$ cat src/rtl/core/pau_pkg.sv
// Shared types and constants for the Pareto archive update block.
// No dependencies; imported by pareto_archive_update and pau_cmp.
package pau_pkg;

   localparam int OBJ_W    = 32;  // one objective, unsigned 24.8
   localparam int MAX_OBJ  = 4;   // objective ports on the request channel
   localparam int HANDLE_W = 16;  // payload handle
   localparam int COUNT_W  = 7;   // reported counts

   // Dominance relation of a candidate against one stored entry
   typedef struct packed {
      logic cand_no_worse;   // candidate <= entry in every objective
      logic entry_no_worse;  // entry <= candidate in every objective
   } dom_type;

endpackage

$ cat src/rtl/core/pau_cmp.sv
// Dominance compare of a candidate vector against one archive entry.
// Depends on pau_pkg (OBJ_W, dom_type).
module pau_cmp #(
   parameter int NUM_OBJECTIVES = 4
) (
   input  logic [NUM_OBJECTIVES*pau_pkg::OBJ_W-1:0] cand_objs,
   input  logic [NUM_OBJECTIVES*pau_pkg::OBJ_W-1:0] entry_objs,
   output pau_pkg::dom_type                         dom
);
   import pau_pkg::*;

   logic [NUM_OBJECTIVES-1:0] cand_gt;
   logic [NUM_OBJECTIVES-1:0] cand_lt;

   always_comb begin
      for (int k = 0; k < NUM_OBJECTIVES; k++) begin
         cand_gt[k] = cand_objs[k*OBJ_W +: OBJ_W] > entry_objs[k*OBJ_W +: OBJ_W];
         cand_lt[k] = cand_objs[k*OBJ_W +: OBJ_W] < entry_objs[k*OBJ_W +: OBJ_W];
      end
      dom.cand_no_worse  = ~|cand_gt;
      dom.entry_no_worse = ~|cand_lt;
   end

endmodule
$ cat config.mk
export PLATFORM = sky130hd
export DESIGN_NAME = pau_cmp
export DESIGN_NICKNAME = d
export VERILOG_FILES = /design/src/rtl/core/pau_pkg.sv /design/src/rtl/core/pau_cmp.sv
export SDC_FILE = /design/constraint.sdc
export NUM_CORES = 1
export LEC_CHECK = 0
export BUFFER_PORTS_ARGS = -buffer_cell sky130_fd_sc_hd__buf_2
export CELL_PAD_IN_SITES_DETAIL_PLACEMENT = 2
export CELL_PAD_IN_SITES_GLOBAL_PLACEMENT = 2
export CORE_AREA = 4 4 154 111
export DETAILED_ROUTE_END_ITERATION = 8
export DIE_AREA = 0 0 158 115
export GPL_ROUTABILITY_DRIVEN = 0
export MAX_ROUTING_LAYER = met4
export PLACE_DENSITY_LB_ADDON = 0.25
export SETUP_SLACK_MARGIN = 0.15
export SLEW_MARGIN = 20
export SYNTH_ARGS = -nofsm -noshare
export SYNTH_HDL_FRONTEND = slang
export SYNTH_SLANG_ARGS = --single-unit
export TNS_END_PERCENT = 10
$ cat constraint.sdc
create_clock -name vclk -period 6.85
set_input_delay 1.37 -clock vclk [all_inputs]
set_output_delay 1.37 -clock vclk [all_outputs]
set_load 0.02 [all_outputs]
==> results.toml, run 1 <==
[final_layout]
post_route_cells_drive_above_1_share_pct = 36.2
layout.area.seq_um2 = 0
n_sequential_cell = 0
finish.net_count = 1107
post-route-util_pct = 31.0
final.clkbuf_count = 0
area.growth.synth_to_final_pct = 47.8

[place]
post_detail_place_hpwl_um = 14200
pre_cts_slack_ns = 1.97
number_of_buffers_added_on_ports = 258

[timing]
fin_crit_sh_pct = 71.5
setup_violations = 0
maxSlewViolCount = 0
tightestPinTransition_ns = 0.572
unrepaired_setup_endpoints_after_global_routing = "no"
hold_viol = 0
setup_tns_ns = 0
worst_slew_margin_rel_pct = 61.5
fin_ws_ns = 1.95
layout_min_cycle_time_ns = 4.90
maxClockFrequency_mhz = 204

[worst_setup_path]
timing.critical_path.required_ns = 5.48
timing.critical_path.buf_inv = 2
delay_contributed_by_the_slowest_stage_of_the_critical_path_ns = 0.36
worstSetupStartpointType = "primary input"
critPathMaxFanout = 2
timing.critical_path.mode_cell = "buf_2"
cell_type_of_the_slowest_stage_on_the_worst_timing_path = "a221oi_1"
crit_path_cell_trace = "buf_2, ha_1, and2_0, a221o_1, a221oi_1, o21ai_1, a22o_1, nor4b_2, buf_2"
setup_cp_type = "in -> out"
critical_path.endpoint_type = "output pin"
critical_path_arrival_ns = 3.53
path_delay_family = "compound AO/OA/AOI/OAI gates"

[drt]
drt-total-wl_um = 14400
wire_per_inst_um = 15.6
drt_first_iter_violations = 65
antenna_left = 0
drt-pass1-iter-count = 4
route.vias.total = 4142
remaining_drc_errors = 0
routed_via_density = 4.48

[logic_synthesis]
synth_warnings = 0
post_synth_num_cell_types = 28
netlist_area_um2 = 3240
syn_inst = 463
postSynthNetCount = 847
syn-mean-instance-area_um2 = 7.00
synth_sequential_area_ratio_pct = 0

[floorplanning]
core.rowCount = 38
core_area_um2 = 15500
initial_core_util_pct = 21.0
chipWidth_um = 158
io-pin-count = 258
fp.dieH_um = 115
overall_die_area_um2 = 18200

[global_routing]
grt_start_max_net_pins = 5
grt_pass1_wl_um = 22800
overflow = 0
antenna_found_initial = 3
grt_pass1_vias = 4884
groute.usage.overall_pct = 15.6

[outcome]
outcome = "finished clean"

[pwr]
vdd_ir_drop_max_v = 0.0000160
power_per_cell_area_nw_per_um2 = 54.1
leakagePower_nw = 3.09

[run]
drv_cap = 0

[worst_hold_path]
min-delay-path-class = "in -> out"

[clock_tree]
post_cts_resize_count = 0
cts.repair_timing.setup_buffer_count = 0
post_cts_hold_buffer_count = 0
-- cell usage in the layout (no fill, tap or decap) --
master	netlist	layout
a21oi_1	55	55
a21o_1	7	7
buf_2	0	258
ha_1	128	128
nand4_1	18	18
a21boi_1	1	1
o21a_1	2	2
and2_0	3	3
inv_1	133	133
a221oi_1	5	5
diode_2	0	3
a211oi_1	2	2
nand2_1	35	35
a22oi_1	1	1
nor4_1	6	6
o21ai_1	5	5
o21bai_1	1	1
a211o_1	2	2
o211ai_1	2	2
nand3_1	19	19
nor3_1	4	4
a22o_1	1	1
nand4_4	1	1
nor4_2	1	1
a2bb2oi_1	1	1
nor4b_2	1	1
nor2_1	9	9
o21ai_0	10	10
a221o_1	5	5
and4_1	5	5
-- metrics by stage --
stage / power (mW) / hold WS, ns / area [µm²] / std cells
global route: 0.305 / 3.56 / 4790 / 924
global placement: 0.248 / 3.50 / 4780 / 921
CTS: 0.267 / 3.51 / 4780 / 921
floorplan: 0.136 / 3.18 / 3240 / 463
detailed placement: 0.265 / 3.49 / 4780 / 921
finish: 0.259 / 3.49 / 4790 / 924
-- Yosys cell counts --
master	count	area share [%]
o21ai_0	10	1.5
ha_1	128	49
a211oi_1	2	0.46
a221o_1	5	1.5
a221oi_1	5	1.4
a22o_1	1	0.27
nor2_1	9	1.0
nand3_1	19	2.9
a21o_1	7	1.6
nand4_4	1	0.66
o21bai_1	1	0.23
nor4_2	1	0.39
nor4_1	6	1.2
a22oi_1	1	0.23
nor4b_2	1	0.46
nand2_1	35	4.1
a211o_1	2	0.54
a21boi_1	1	0.23
and4_1	5	1.4
nor3_1	4	0.62
o21ai_1	5	0.77
nand4_1	18	3.5
and2_0	3	0.58
a2bb2oi_1	1	0.27
o21a_1	2	0.46
a21oi_1	55	8.5
inv_1	133	15
o211ai_1	2	0.46
-- power breakdown --
| part | internal [mW] | leakage [nW] | total (mW) | switching [mW] |
|---|---|---|---|---|
| Combinational | 0.131 | 3.09 | 0.259 | 0.128 |
| Sequential | 0 | 0 | 0 | 0 |
| Clock | 0.0000000586 | 0.0000190 | 0.0000000586 | 0 |
-- area by class of cell --
class	instances	area, µm²
multi-input combinational	330	2740
antenna	3	7.51
inverter	133	499
tap	200	250
fill	1921	10700
timing repair buffer	258	1290
-- path summary, 6_finish.rpt --
path | start | endpoint | slack, ns | depth (start not counted)
setup / recovery | cand_objs[123] | dom[1] | 1.95 | 9
hold / removal | cand_objs[63] | dom[1] | 3.49 | 7
-- kinds of logic after synthesis --
kind of cell	after synthesis	synth area share [%]
buf+inv	133	15.4
simple gates	102	16.7
fa+ha+maj	128	49.4
compound gates	100	18.5
-- per-layer routing --
metal	vias to the layer above	part of all wire, %	global-route usage (%)
met1	1883	45	19.5
met5	-	0	-
met2	133	50	29.2
li1	2124	-	-
met4	0	0.26	0.625
met3	2	5.5	1.13
-- worst min-delay path, cell delays in order --
cell and delay [ns]:
buf_2 0.08, ha_1 0.14, a21oi_1 0.04, o21ai_0 0.08, o21ai_0 0.09, nor4b_2 0.16, buf_2 0.16
(Power assumes the default switching activity.)
==> run 2: changes to the inputs <==
--- a/config.mk
+++ b/config.mk
@@ -8,9 +8,9 @@
 export BUFFER_PORTS_ARGS = -buffer_cell sky130_fd_sc_hd__buf_2
 export CELL_PAD_IN_SITES_DETAIL_PLACEMENT = 2
 export CELL_PAD_IN_SITES_GLOBAL_PLACEMENT = 2
-export CORE_AREA = 4 4 154 111
+export CORE_AREA = 4 4 158 114
 export DETAILED_ROUTE_END_ITERATION = 8
-export DIE_AREA = 0 0 158 115
+export DIE_AREA = 0 0 162 118
 export GPL_ROUTABILITY_DRIVEN = 0
 export MAX_ROUTING_LAYER = met4
 export PLACE_DENSITY_LB_ADDON = 0.25
==> constraint.sdc (replaced) <==
create_clock -name vclk -period 4.95
set_input_delay 0.99 -clock vclk [all_inputs]
set_output_delay 0.99 -clock vclk [all_outputs]
set_load 0.02 [all_outputs]
==> run 2 against run 1 <==
Compared with the run above: global-route usage shrank 0.58 points; critical path depth is the same; setup slack lost 1.1 ns; non-clock buffer count is the same; first-iteration DRC count shrank 18%; via count grew 0.46%; routed wire length grew 2.4%; sequential cell count is the same; final area grew 0.55%; hold slack lost 0.74 ns.
==> results.toml, run 2 (synthesis results as in run 1) <==
[outcome]
outcome = "finished clean"

[final_layout]
final.clkbuf_count = 0
final_cell_mix = "buf_2 (258), inv_1 (133), ha_1 (128), a21oi_1 (55), nand2_1 (35)"
most_frequent_standard_cell_in_the_layout_excluding_fill_and_tap_cells = "buf_2"
area.growth.synth_to_final_pct = 48.6
post_route_cells_drive_above_1_share_pct = 36.2
finish.net_count = 1107
layout.area.seq_um2 = 0
n_sequential_cell = 0

[clock_tree]
post_cts_hold_buffer_count = 0
post_cts_resize_count = 0
cts.repair_timing.setup_buffer_count = 0

[floorplanning]
io-pin-count = 258
chipWidth_um = 162
core_area_um2 = 16300
core.rowCount = 39
overall_die_area_um2 = 19100
initial_core_util_pct = 19.9
fp.dieH_um = 118

[worst_setup_path]
timing.critical_path.required_ns = 3.96
worstSetupStartpointType = "primary input"
critical_path.endpoint_type = "output pin"
critical_path_arrival_ns = 3.12
crit_path_cell_trace = "buf_2, ha_1, nand4_1, nor4_1, a221oi_1, a21boi_1, nor3_1, nor4_1, buf_2"
cell_type_of_the_slowest_stage_on_the_worst_timing_path = "nor4_1"
setup_cp_type = "in -> out"
delay_contributed_by_the_slowest_stage_of_the_critical_path_ns = 0.54
critPathMaxFanout = 3

[timing]
worst_slew_margin_rel_pct = 64.7
hold_viol = 0
setup_tns_ns = 0
maxSlewViolCount = 0
setup_violations = 0
hold_slack_ns = 2.75
layout_min_cycle_time_ns = 4.11
tightestPinTransition_ns = 0.525
fin_crit_sh_pct = 83.1
unrepaired_setup_endpoints_after_global_routing = "no"
maxClockFrequency_mhz = 243

[drt]
drt-pass1-iter-count = 4
antenna_left = 0
drt_first_iter_violations = 53
wire_per_inst_um = 15.6
routed_via_density = 4.39
route.vias.total = 4161
drt-total-wl_um = 14700
remaining_drc_errors = 0

[global_routing]
antenna_found_initial = 1
grt_pass1_vias = 4839
overflow = 0
grt_pass1_wl_um = 23300
groute.usage.overall_pct = 15.1
grt_start_max_net_pins = 5

[place]
number_of_buffers_added_on_ports = 258
post_detail_place_hpwl_um = 14400

[worst_hold_path]
timing.hold.worst.start = "cand_objs[63]"
hold_path_depth = 7
worst_hold_path_endpoint = "dom[1]"
min-delay-path-class = "in -> out"

[pwr]
power_per_cell_area_nw_per_um2 = 75.0
vdd_ir_drop_max_v = 0.0000207
leakagePower_nw = 3.09
post-layout-total-power_mw = 0.361

[run]
drv_cap = 0
-- run 2: changes by cell type in the layout (fill, tap and decap cells not counted), sizes merged --
cell,delta
diode,-2
-- run 2: cell type report --
cell class                      count  area, µm²
Fill cell                        2023      11500
Antenna cell                        1       2.50
Inverter                          133        499
Tap cell                          225        282
Timing Repair Buffer              258       1290
Multi-Input combinational cell    330       2740
-- run 2: routing by layer --
layer,GRT usage (%),vias to the layer above,wire length [µm]
met5,-,-,0
met3,1.40,4,703
li1,-,2121,-
met2,27.7,128,7270
met1,18.8,1908,6700
met4,0.634,0,73
-- run 2: worst max-delay path by stage --
stage               startpoint  endpoint  slack [ns]  cells past startpoint
2_1_floorplan  entry_objs[121]    dom[1]        1.11                      8
4_1_cts           cand_objs[5]    dom[1]        0.75                     10
6_report         cand_objs[46]    dom[0]        0.84                      9
5_1_grt         entry_objs[14]    dom[1]        0.57                     11
3_3_place_gp      cand_objs[5]    dom[1]        0.78                     10
3_5_place_dp      cand_objs[5]    dom[1]        0.76                     10
-- run 2: power by group --
group	leakage, nW	switching (mW)	internal, mW
Sequential	0	0	0
Combinational	3.09	0.179	0.182
Clock	0.00000634	0	0.0000000270
-- run 2: critical path, delay by kind of cell --
kind / cells / cell delay (ns)
AND/OR/NAND/NOR: 4 / 1.03
AO/OA/AOI/OAI: 2 / 0.47
buffers and inverters: 2 / 0.33
adder cells (fa/ha/maj): 1 / 0.31
-- run 2: stage by stage --
stage,cells,util (%),setup WS (ns),cell area [µm²]
3_3_place_gp,946,29.5,0.784,4810
4_1_cts,946,29.5,0.750,4810
6_report,947,29.6,0.837,4820
5_1_grt,947,29.6,0.566,4820
3_5_place_dp,946,29.5,0.758,4810
2_1_floorplan,463,-,1.11,3240
==> run 3: changes to the inputs <==
==> constraint.sdc (replaced) <==
create_clock -name vclk -period 4.3
set_input_delay 0.86 -clock vclk [all_inputs]
set_output_delay 0.86 -clock vclk [all_outputs]
set_load 0.02 [all_outputs]
==> run 3 against run 2 <==
Compared with the run above: global-route usage rose by 0.22 points; first-iteration DRC count rose by 45%; core utilization rose by 0.061 points; sequential share of layout area did not move; combinational power rose by 15%; cell count rose by 0.21%; final area rose by 0.21%; clock-buffer cell count did not move; critical endpoint unchanged.
==> results.toml, run 3 (synthesis results as in run 1) <==
[final_layout]
post_route_cells_drive_above_1_share_pct = 36.3
instances_no_fill = 949
final.clkbuf_count = 0
most_frequent_standard_cell_in_the_layout_excluding_fill_and_tap_cells = "buf_2"
layout.area.seq_um2 = 0
final.fill_count = 2070
final_cell_mix = "buf_2 (258), inv_1 (133), ha_1 (128), a21oi_1 (55), nand2_1 (35)"
area.growth.synth_to_final_pct = 48.9
finish.net_count = 1108
n_sequential_cell = 0

[place]
number_of_buffers_added_on_ports = 258
place_inst = 947
post_detail_place_hpwl_um = 14700
pre_cts_slack_ns = 0.413

[worst_hold_path]
worst_hold_path_endpoint = "dom[1]"
hold_path_depth = 7
timing.hold.worst.start = "cand_objs[63]"
min-delay-path-class = "in -> out"

[clock_tree]
cts.repair_timing.setup_buffer_count = 0
post_cts_hold_buffer_count = 0
post_cts_resize_count = 0

[global_routing]
grt_start_max_net_pins = 5
antenna_found_initial = 2
overflow = 0
grt_pass1_vias = 4950
groute.usage.overall_pct = 15.3
grt_pass1_wl_um = 23600

[floorplanning]
core.rowCount = 39
chipWidth_um = 162
initial_core_util_pct = 19.9
core_area_um2 = 16300
fp.dieH_um = 118
io-pin-count = 258
overall_die_area_um2 = 19100

[worst_setup_path]
critical_path.endpoint_type = "output pin"
delay_contributed_by_the_slowest_stage_of_the_critical_path_ns = 0.52
worstSetupStartpointType = "primary input"
crit_path_cell_trace = "buf_2, inv_1, ha_1, nand4_1, nor4_1, a221oi_1, a21boi_1, nor3_1, nor4_1, buf_2"
critical_path_arrival_ns = 2.99
cell_type_of_the_slowest_stage_on_the_worst_timing_path = "nor4_1"
critPathMaxFanout = 3
timing.critical_path.required_ns = 3.44
setup_cp_type = "in -> out"

[timing]
fin_ws_ns = 0.447
hold_viol = 0
maxSlewViolCount = 0
fin_crit_sh_pct = 89.6
layout_min_cycle_time_ns = 3.85
maxClockFrequency_mhz = 260
setup_violations = 0
tightestPinTransition_ns = 0.495
unrepaired_setup_endpoints_after_global_routing = "no"
worst_slew_margin_rel_pct = 66.7
setup_tns_ns = 0

[drt]
drt-pass1-iter-count = 4
antenna_left = 0
remaining_drc_errors = 0
drt_first_iter_violations = 77
routed_via_density = 4.44
wire_per_inst_um = 15.8
route.vias.total = 4215
drt-total-wl_um = 15000

[pwr]
leakagePower_nw = 3.10
vdd_ir_drop_max_v = 0.0000232
power_per_cell_area_nw_per_um2 = 86.0

[outcome]
outcome = "finished clean"

[run]
drv_cap = 0
[run 3: metal layers]
metal  up-vias  GRT usage (%)  share of wire [%]
met5         -              -                  0
met4         0           1.53                1.3
met3        12           1.54                5.1
met2       144           28.0                 49
met1      1934           18.8                 45
li1       2125              -                  -
[run 3: how the worst max path moves through the flow]
stage / slack, ns / from / end
after global routing: 0.28 / entry_objs[46] / dom[0]
after detailed placement: 0.41 / cand_objs[5] / dom[1]
after floorplan: 0.72 / entry_objs[121] / dom[1]
after CTS: 0.40 / cand_objs[5] / dom[1]
final: 0.45 / entry_objs[46] / dom[0]
after global placement: 0.45 / entry_objs[46] / dom[0]
[run 3: critical path, delay by kind of cell]
kind,cells,cell delay (ns)
buffers and inverters,3,0.33
adders and majority gates,1,0.31
and+or+nand+nor,4,1.02
AOI/OAI and AO/OA,2,0.49
[run 3: layout make-up]
type | instances | area, µm² | share of cell area [%]
Antenna cell | 2 | 5.00 | 0.104
Inverter | 133 | 499 | 10.3
Multi-Input combinational cell | 330 | 2740 | 56.8
Tap cell | 225 | 282 | 5.83
Timing Repair Buffer | 259 | 1300 | 26.9
[run 3: report_power, final]
part / leakage, nW / internal, mW / switching, mW
clock network: 0.0000127 / 0.0000000622 / 0
registers: 0 / 0 / 0
logic: 3.10 / 0.209 / 0.206
[run 3: through the flow]
step / hold slack (ns) / utilization, % / instance area [µm²] / total power, mW
after floorplan: 2.16 / - / 3240 / 0.216
after global placement: 2.48 / 29.6 / 4820 / 0.400
after detailed placement: 2.50 / 29.6 / 4820 / 0.425
after CTS: 2.50 / 29.6 / 4820 / 0.428
after global routing: 2.55 / 29.6 / 4830 / 0.487
final: 2.49 / 29.6 / 4830 / 0.415
